$ cat src/hdl/nearest_car_elevator_dispatch_core_defines.svh
// Assertion helpers shared by the dispatch core.
`ifndef NEAREST_CAR_ELEVATOR_DISPATCH_CORE_DEFINES_SVH
`define NEAREST_CAR_ELEVATOR_DISPATCH_CORE_DEFINES_SVH

// Clocked assertion that is switched off while reset is held.
`define NCD_ASSERT(label, prop, msg) \
    label: assert property (@(posedge i_clk) disable iff (!i_rst_n) prop) else $error(msg);

// Clocked assertion that also holds during reset.
`define NCD_ASSERT_ALWAYS(label, prop, msg) \
    label: assert property (@(posedge i_clk) prop) else $error(msg);

`endif

$ cat src/hdl/ncd_pkg.sv
package ncd_pkg;

    // Field widths fixed by the item formats.
    localparam int FLOOR_W = 6;
    localparam int COUNT_W = 4;
    localparam int CAR_W   = 3;

    // Operation codes of an input item.
    localparam logic OP_REQUEST = 1'b0;
    localparam logic OP_TICK    = 1'b1;

    // Kinds of result item.
    localparam logic KIND_ASSIGN = 1'b0;
    localparam logic KIND_TICK   = 1'b1;

    // Motion codes; code 3 behaves as idle and is kept.
    localparam logic [1:0] MOTION_IDLE = 2'd0;
    localparam logic [1:0] MOTION_UP   = 2'd1;
    localparam logic [1:0] MOTION_DOWN = 2'd2;

    typedef struct packed {
        logic               operation;
        logic [FLOOR_W-1:0] request_floor;
    } t_cmd;

    typedef struct packed {
        logic               report_kind;
        logic [CAR_W-1:0]   car_index;
        logic [FLOOR_W-1:0] car_floor;
        logic [1:0]         car_motion;
        logic               arrived;
        logic               last_report;
    } t_rpt;

    // One entry of the car state memory.
    typedef struct packed {
        logic [FLOOR_W-1:0] floor;
        logic [FLOOR_W-1:0] target;
        logic [1:0]         motion;
    } t_car;

endpackage

$ cat src/hdl/nearest_car_elevator_dispatch_core.sv
// Request: the N cars in service (N from the car count) are scanned, then one assignment result follows.
// Tick: one result per cycle, one for each car in service; busy until the last of them is strobed.
// A new item is taken only while idle, after the last result of the previous item.
// The rate is set by the single read port of the car state memory: one car per cycle.
// Results are strobed for one cycle; the receiver cannot stall them.
// Synchronous active-low reset: all cars at floor zero, idle, target zero, car count 1.
`include "nearest_car_elevator_dispatch_core_defines.svh"

module nearest_car_elevator_dispatch_core #(
    parameter int MAX_CARS    = 8,
    parameter int FLOOR_COUNT = 64
) (
    input  logic                         i_clk,
    input  logic                         i_rst_n,
    input  logic                         start,
    output logic                         busy,
    input  ncd_pkg::t_cmd                i_cmd,
    output logic                         o_rpt_stb,
    output ncd_pkg::t_rpt                o_rpt,
    input  logic                         i_cfg_valid,
    output logic                         o_cfg_ready,
    input  logic [ncd_pkg::COUNT_W-1:0]  i_cfg_data
);

    localparam int CW      = (MAX_CARS > 1) ? $clog2(MAX_CARS) : 1;
    localparam int NW      = $clog2(MAX_CARS + 1);
    localparam int TOP_INT = (FLOOR_COUNT - 1 > 63) ? 63 : FLOOR_COUNT - 1;
    localparam logic [ncd_pkg::FLOOR_W-1:0] TOP_FLOOR = ncd_pkg::FLOOR_W'(TOP_INT);

    typedef enum logic [1:0] {
        S_IDLE,
        S_RUN,
        S_WRITE
    } t_state;

    t_state                        r_state;
    logic                          r_op;
    logic [ncd_pkg::FLOOR_W-1:0]   r_req;
    logic [ncd_pkg::COUNT_W-1:0]   r_count;
    logic [CW-1:0]                 r_idx;
    logic                          r_issue;
    logic                          r_pend;
    logic [CW-1:0]                 r_pidx;
    logic                          r_rd_vbit;
    logic [MAX_CARS-1:0]           r_valid;
    logic [CW-1:0]                 r_best_idx;
    logic [ncd_pkg::FLOOR_W-1:0]   r_best_cost;
    ncd_pkg::t_car                 r_best;
    ncd_pkg::t_car                 r_rd;
    ncd_pkg::t_car                 r_mem [MAX_CARS];
    ncd_pkg::t_rpt                 r_rpt;
    logic                          r_rpt_stb;

    logic [NW-1:0]                 w_cars;
    logic [CW-1:0]                 w_last_idx;
    logic [ncd_pkg::FLOOR_W-1:0]   w_req_sat;
    ncd_pkg::t_car                 w_cur;
    logic [ncd_pkg::FLOOR_W-1:0]   w_cost;
    ncd_pkg::t_car                 w_tick_next;
    logic                          w_arrive;
    ncd_pkg::t_car                 w_assign_next;
    logic                          w_we;
    logic [CW-1:0]                 w_waddr;
    ncd_pkg::t_car                 w_wdata;
    logic                          w_assign_rpt;

    // Cars in service: a count of zero acts as one, a count beyond the pool is clamped.
    always_comb begin
        if (r_count == '0) begin
            w_cars = NW'(1);
        end else if (32'(r_count) > MAX_CARS) begin
            w_cars = NW'(MAX_CARS);
        end else begin
            w_cars = NW'(r_count);
        end
        w_last_idx = CW'(w_cars - NW'(1));
    end

    // Requests above the top floor saturate.
    assign w_req_sat = (i_cmd.request_floor > TOP_FLOOR) ? TOP_FLOOR : i_cmd.request_floor;

    // An entry never written reads as its reset value.
    assign w_cur  = r_rd_vbit ? r_rd : '0;
    assign w_cost = (w_cur.floor > r_req) ? (w_cur.floor - r_req) : (r_req - w_cur.floor);

    // One tick step for the car whose entry was just read.
    always_comb begin
        w_tick_next = w_cur;
        w_arrive    = 1'b0;
        case (w_cur.motion)
            ncd_pkg::MOTION_UP: begin
                if (w_cur.floor < w_cur.target) begin
                    w_tick_next.floor = w_cur.floor + ncd_pkg::FLOOR_W'(1);
                end else begin
                    w_tick_next.motion = ncd_pkg::MOTION_IDLE;
                    w_arrive           = 1'b1;
                end
            end
            ncd_pkg::MOTION_DOWN: begin
                if (w_cur.floor > w_cur.target) begin
                    w_tick_next.floor = w_cur.floor - ncd_pkg::FLOOR_W'(1);
                end else begin
                    w_tick_next.motion = ncd_pkg::MOTION_IDLE;
                    w_arrive           = 1'b1;
                end
            end
            default: begin
                w_tick_next = w_cur;
            end
        endcase
    end

    // New state of the car chosen by a request.
    always_comb begin
        w_assign_next        = r_best;
        w_assign_next.target = r_req;
        if (r_best.floor < r_req) begin
            w_assign_next.motion = ncd_pkg::MOTION_UP;
        end else if (r_best.floor > r_req) begin
            w_assign_next.motion = ncd_pkg::MOTION_DOWN;
        end
    end

    // Write port of the car memory: tick write-back or the request's assignment.
    always_comb begin
        w_we    = 1'b0;
        w_waddr = r_pidx;
        w_wdata = w_tick_next;
        if (r_state == S_RUN && r_pend && r_op == ncd_pkg::OP_TICK) begin
            w_we = 1'b1;
        end else if (r_state == S_WRITE) begin
            w_we    = 1'b1;
            w_waddr = r_best_idx;
            w_wdata = w_assign_next;
        end
    end

    // Car state memory with a registered read at the scan pointer.
    always_ff @(posedge i_clk) begin
        if (w_we) begin
            r_mem[w_waddr] <= w_wdata;
        end
        r_rd <= r_mem[r_idx];
    end

    // Sequencer, valid bits, configuration and result register.
    always_ff @(posedge i_clk) begin
        if (!i_rst_n) begin
            r_state     <= S_IDLE;
            r_op        <= ncd_pkg::OP_REQUEST;
            r_req       <= '0;
            r_count     <= ncd_pkg::COUNT_W'(1);
            r_idx       <= '0;
            r_issue     <= 1'b0;
            r_pend      <= 1'b0;
            r_pidx      <= '0;
            r_rd_vbit   <= 1'b0;
            r_valid     <= '0;
            r_best_idx  <= '0;
            r_best_cost <= '0;
            r_best      <= '0;
            r_rpt       <= '0;
            r_rpt_stb   <= 1'b0;
        end else begin
            r_rpt_stb <= 1'b0;
            r_rd_vbit <= r_valid[r_idx];
            if (w_we) begin
                r_valid[w_waddr] <= 1'b1;
            end
            if (i_cfg_valid && o_cfg_ready) begin
                r_count <= i_cfg_data;
            end

            unique case (r_state)
                S_IDLE: begin
                    r_pend <= 1'b0;
                    if (start) begin
                        r_op    <= i_cmd.operation;
                        r_req   <= w_req_sat;
                        r_idx   <= '0;
                        r_issue <= 1'b1;
                        r_state <= S_RUN;
                    end
                end
                S_RUN: begin
                    // Issue one read a cycle until the last car in service.
                    if (r_issue) begin
                        r_pend <= 1'b1;
                        r_pidx <= r_idx;
                        if (r_idx == w_last_idx) begin
                            r_issue <= 1'b0;
                        end else begin
                            r_idx <= r_idx + CW'(1);
                        end
                    end else begin
                        r_pend <= 1'b0;
                    end

                    // Consume the entry read in the previous cycle.
                    if (r_pend) begin
                        if (r_op == ncd_pkg::OP_TICK) begin
                            r_rpt_stb         <= 1'b1;
                            r_rpt.report_kind <= ncd_pkg::KIND_TICK;
                            r_rpt.car_index   <= ncd_pkg::CAR_W'(r_pidx);
                            r_rpt.car_floor   <= w_tick_next.floor;
                            r_rpt.car_motion  <= w_tick_next.motion;
                            r_rpt.arrived     <= w_arrive;
                            r_rpt.last_report <= (r_pidx == w_last_idx);
                            if (r_pidx == w_last_idx) begin
                                r_state <= S_IDLE;
                            end
                        end else begin
                            // Strictly smaller cost wins, so ties keep the lower index.
                            if (r_pidx == '0 || w_cost < r_best_cost) begin
                                r_best_idx  <= r_pidx;
                                r_best_cost <= w_cost;
                                r_best      <= w_cur;
                            end
                            if (r_pidx == w_last_idx) begin
                                r_state <= S_WRITE;
                            end
                        end
                    end
                end
                S_WRITE: begin
                    r_rpt_stb         <= 1'b1;
                    r_rpt.report_kind <= ncd_pkg::KIND_ASSIGN;
                    r_rpt.car_index   <= ncd_pkg::CAR_W'(r_best_idx);
                    r_rpt.car_floor   <= r_best.floor;
                    r_rpt.car_motion  <= w_assign_next.motion;
                    r_rpt.arrived     <= 1'b0;
                    r_rpt.last_report <= 1'b1;
                    r_state           <= S_IDLE;
                end
                default: begin
                    r_state <= S_IDLE;
                end
            endcase
        end
    end

    assign busy        = (r_state != S_IDLE);
    assign o_cfg_ready = (r_state == S_IDLE);
    assign o_rpt_stb   = r_rpt_stb;
    assign o_rpt       = r_rpt;

    assign w_assign_rpt = o_rpt_stb && (o_rpt.report_kind == ncd_pkg::KIND_ASSIGN);

    // A result appears only in the cycle after the sequencer was working.
    `NCD_ASSERT(a_stb_after_busy, o_rpt_stb |-> $past(r_state != S_IDLE), "result without work")
    // An assignment answer is always the single, final result of its request.
    `NCD_ASSERT(a_assign_last, w_assign_rpt |-> (o_rpt.last_report && !o_rpt.arrived), "bad answer")
    // An accepted item makes the block busy in the next cycle.
    `NCD_ASSERT(a_accept_busy, (start && !busy) |=> busy, "accepted item left block idle")
    // Entries in flight always belong to cars in service.
    `NCD_ASSERT(a_pend_in_range, r_pend |-> (r_pidx <= w_last_idx), "read past last car")
    // Reset leaves no result strobe behind.
    `NCD_ASSERT_ALWAYS(a_reset_quiet, !i_rst_n |=> !o_rpt_stb, "strobe after reset")

endmodule
$ cat config.mk
export PLATFORM = sky130hd
export DESIGN_NAME = nearest_car_elevator_dispatch_core
export DESIGN_NICKNAME = d
export VERILOG_FILES = /design/src/hdl/ncd_pkg.sv /design/src/hdl/nearest_car_elevator_dispatch_core.sv
export VERILOG_INCLUDE_DIRS = /design/src /design/src/hdl
export SDC_FILE = /design/constraint.sdc
export NUM_CORES = 1
export LEC_CHECK = 0
export ABC_AREA = 0
export BUFFER_PORTS_ARGS = -buffer_cell sky130_fd_sc_hd__buf_2
export CORE_ASPECT_RATIO = 0.75
export CORE_MARGIN = 1.5
export CORE_UTILIZATION = 40
export CTS_CLUSTER_DIAMETER = 100
export CTS_CLUSTER_SIZE = 30
export DETAILED_ROUTE_END_ITERATION = 10
export PLACE_DENSITY = 0.55
export SLEW_MARGIN = 20
export SYNTH_ARGS = -nofsm -noshare
export SYNTH_HDL_FRONTEND = slang
export SYNTH_SLANG_ARGS = --single-unit
export TNS_END_PERCENT = 5
$ cat constraint.sdc
create_clock -name i_clk -period 8.3 [get_ports i_clk]
set_input_delay 1.245 -clock i_clk [delete_from_list [all_inputs] [get_ports i_clk]]
set_output_delay 1.245 -clock i_clk [all_outputs]
set_load 0.02 [all_outputs]
==> results.toml <==
[layout]
multiInputGateArea_sq_um = 3640
fin_cells = 1057
num-fill-cells = 1920
utilization_pct = 45.9
fraction_of_final_layout_cells_sized_beyond_drive_strength_1_pct = 19.2
area_overhead_of_the_layout_relative_to_synthesis_pct = 11.0
count_of_nets_after_finishing = 804
n_antenna_cell = 0
register_area_sq_um = 4890

[sta]
max_freq_mhz = 206
final_period_minus_worst_setup_slack_ns = 4.86
setup-violations-final = 0
slew_viol_final = 0
count_of_final_hold_check_violations = 0
worst_clock_skew_ns = 0.0132
setup_repair_after_global_routing_missed_its_margin = "no"
max-slew-margin-rel_pct = 34.9
min_period_over_period_pct = 58.6
max_slew.worst_pin.slew_ns = 0.977
timing.setup.tns_ns = 0

[worst_hold_path]
min_path_type = "flip-flop to flip-flop"
worst_hold_startpoint = "o_rpt[13]"
count_of_cells_along_the_worst_hold_path = 2
timing.hold.worst_endpoint = "o_rpt[13]"

[die]
die_width_um = 175
area_of_the_die_sq_um = 23100
die_height_um = 132
initial_core_utilization_pct = 41.4
floorplan.io_pins = 32
core_region_area_sq_um = 21500
row_count = 46

[worst_setup_path]
path_max_fanout = 23
crit_arrival_ns = 5.16
end_kind = "flip-flop"
worst_r2r_endpoint = "r_best_idx[0]"
worst_r2r_path_depth = 18
r2r-start = "r_rd_vbit"
worstPathRequired_ns = 8.60
timing.setup.critical_path_class = "flip-flop to flip-flop"
setup_slack_reg_to_reg_ns = 3.44
worstSetupStartpointType = "flip-flop"

[cts]
post-cts-setup-buffers = 0
cts_made_buffers = 17
insertion_delay_ns = 0.44
resized_cells_post_cts = 0
root_buffer = "clkbuf_16"
cts_hold_buffers = 0
sinks_on_clock_net = 188
cts_tree = "yes"
cts.htree.levels = 4
worst_setup_hold_path_clk_slew_ns = 0.07
clock_tree.buffer_depth = 2

[pwr]
p_total_w = 0.00219
power.internal_w = 0.00157
power.static_leakage_nw = 3.52
pwr-share-comb_pct = 15.8
power_frac_clock_pct = 36.4
total_switching_power_w = 0.000619
vdd_ir_drop_max_uv = 138
share_of_total_power_in_sequential_cells_pct = 47.8
power_density_nw_per_um2 = 222
sw_frac_of_total_pct = 28.3

[placement]
routabilityCongestion = 0.867
dp_cells = 1025
post-dp-hpwl_mm = 14.4
port-buffer-count = 31

[outcome]
outcome = "finished clean"

[grt]
grt_pass1_wl_mm = 33.3
gr-total-overflow = 0
grt_antenna_before_repair = 0
groute.usage.overall_pct = 19.0
grt_start_max_net_pins = 47
via_count_of_the_first_global_routing_pass = 5849

[run]
max_cap_violations = 0

[detailed_routing]
routed_wire_length_per_instance_um = 20.2
drc = 0
route.antenna.remaining_nets = 0
firstDrtPassIters = 4
via_count = 5816
drt_wl_total_mm = 21.4
vias_per_cell = 5.50
initialDrtViolationCount = 507

[synth]
ys_warn_count = 0
synth_cell_types = 78
syn-cell-area_sq_um = 8880
syn_inst = 740
synth_ff_type = "edfxtp_1"
synth_nets = 788
async_flop_share_pct = 0
ys_ff_latch = 188
synth_sequential_area_ratio_pct = 55.0
synth-edff-count = 112
syn_avg_cell_area_sq_um = 12.0
==> per-layer routing <==
metal | share of wire (%) | track usage [%] | vias to the layer above
met5 | 0 | 0 | -
met4 | 0.93 | 4.56 | 0
met3 | 3.5 | 4.01 | 18
met2 | 46 | 29.4 | 107
met1 | 50 | 27.3 | 2944
li1 | - | - | 2747
==> layout by cell type, fill, tap and decap left out, types with 4 or more instances in the layout <==
| cell type | netlist | routed |
|---|---|---|
| nand4_1 | 9 | 9 |
| inv_1 | 44 | 44 |
| buf_4 | 2 | 9 |
| nor3_1 | 7 | 7 |
| mux2_2 | 16 | 16 |
| a31oi_1 | 9 | 9 |
| edfxtp_1 | 112 | 112 |
| a21oi_1 | 38 | 38 |
| xnor2_1 | 7 | 7 |
| a21o_1 | 5 | 5 |
| nor2b_1 | 5 | 5 |
| buf_2 | 6 | 31 |
| nand2_1 | 69 | 69 |
| mux2i_1 | 22 | 22 |
| o21ai_0 | 20 | 20 |
| nor2_1 | 59 | 59 |
| xor2_1 | 8 | 8 |
| dfxtp_1 | 76 | 74 |
| a211oi_1 | 6 | 6 |
| clkbuf_16 | 0 | 17 |
| o21ai_1 | 7 | 6 |
| nand2b_1 | 4 | 4 |
| mux4_2 | 30 | 30 |
| ha_1 | 32 | 32 |
| or3_1 | 4 | 4 |
| inv_8 | 0 | 4 |
| o221ai_1 | 4 | 4 |
| nand3_1 | 27 | 27 |
| and2_1 | 9 | 9 |
| o22ai_1 | 4 | 4 |
==> synthesized netlist by cell type, types with 3 or more instances <==
library cell / count / area, sq um
dfxtp_1: 76 / 1520
nand2_1: 69 / 259
clkbuf_1: 30 / 113
o22ai_1: 4 / 25.0
a21oi_1: 38 / 190
nor2_1: 59 / 221
nor3_1: 7 / 35.0
o21ai_0: 20 / 100
edfxtp_1: 112 / 3360
xor2_1: 8 / 70.1
and2_1: 9 / 56.3
inv_1: 44 / 165
nor3b_1: 3 / 22.5
nor2b_1: 5 / 31.3
o21ai_1: 7 / 35.0
mux2_2: 16 / 180
nand3_1: 27 / 135
or3_1: 4 / 25.0
mux4_2: 30 / 676
buf_2: 6 / 30.0
nand2b_1: 4 / 25.0
a31oi_1: 9 / 56.3
buf_1: 3 / 11.3
o221ai_1: 4 / 35.0
a221oi_1: 3 / 26.3
ha_1: 32 / 400
a21o_1: 5 / 37.5
mux2i_1: 22 / 220
a211oi_1: 6 / 45.0
xnor2_1: 7 / 61.3
a221oi_2: 3 / 45.0
nand4_1: 9 / 56.3
==> cell families (layout without fill, tap and decap cells) <==
family,after synthesis,in the layout,synth area share (%)
compound gates,129,129,10.6
xor+xnor,16,16,1.66
fa+ha+maj,34,34,4.85
buf+inv,90,119,4.17
flops,188,188,55.0
mux,70,70,12.4
simple gates,213,213,11.3
==> registers in the layout, summed over array words and instances (netlist names), 3 cells and up <==
| register | cells |
|---|---|
| r_mem | 112 |
| o_rpt | 14 |
| r_best_idx | 3 |
| r_best | 8 |
| r_best_cost | 6 |
| r_count | 4 |
| r_req | 6 |
| r_rd | 14 |
| r_pidx | 3 |
| r_valid | 8 |
| r_idx | 3 |
==> worst max-delay path: stages (launching register included) <==
cell      delay [ns]
dfxtp_1         0.42
buf_4           0.29
and2_1          0.31
inv_1           0.20
ha_1            0.38
ha_1            0.22
nor2_1          0.17
o22ai_1         0.16
o221ai_4        0.30
mux2i_1         0.26
xnor2_1         0.16
inv_1           0.07
ha_1            0.28
a21oi_1         0.13
o21ai_0         0.09
a21o_1          0.22
a31oi_4         0.73
mux2i_1         0.26
nor2_1          0.06
==> power by group through the flow <==
stage	Combinational [W]	Clock (W)	Sequential, W
after floorplan	0.000270	0	0.00106
after global placement	0.000337	0	0.00107
after detailed placement	0.000343	0	0.00107
after CTS	0.000346	0.000809	0.00105
after global routing	0.000381	0.000850	0.00105
final	0.000346	0.000797	0.00105
==> stage by stage <==
stage	setup slack, ns	hold slack, ns	instance area [sq um]
after detailed placement	3.55	0.459	9280
after global placement	3.73	0.444	9280
final	3.44	0.471	9860
after CTS	3.52	0.477	9850
after floorplan	4.47	0.431	8880
after global routing	3.12	0.488	9860
==> cell type report <==
cell class | instances | area share, %
repair buffers | 40 | 2.26
inverters | 47 | 1.81
flip-flops and latches | 188 | 49.6
clock buffers | 19 | 4.49
multi-input cells | 462 | 36.9
well taps | 288 | 3.65
clock inverters | 13 | 1.33
==> worst max path at each step <==
stage / startpoint / endpoint / depth (start not counted)
after global routing: r_rd_vbit / r_best[11] / 18
final: r_rd_vbit / r_best_idx[0] / 18
after detailed placement: r_rd_vbit / r_best_cost[1] / 18
after floorplan: r_rd_vbit / r_best[0] / 19
after CTS: r_rd_vbit / r_best_cost[1] / 18
after global placement: r_rd_vbit / r_best[9] / 18
(Power assumes the default switching activity.)
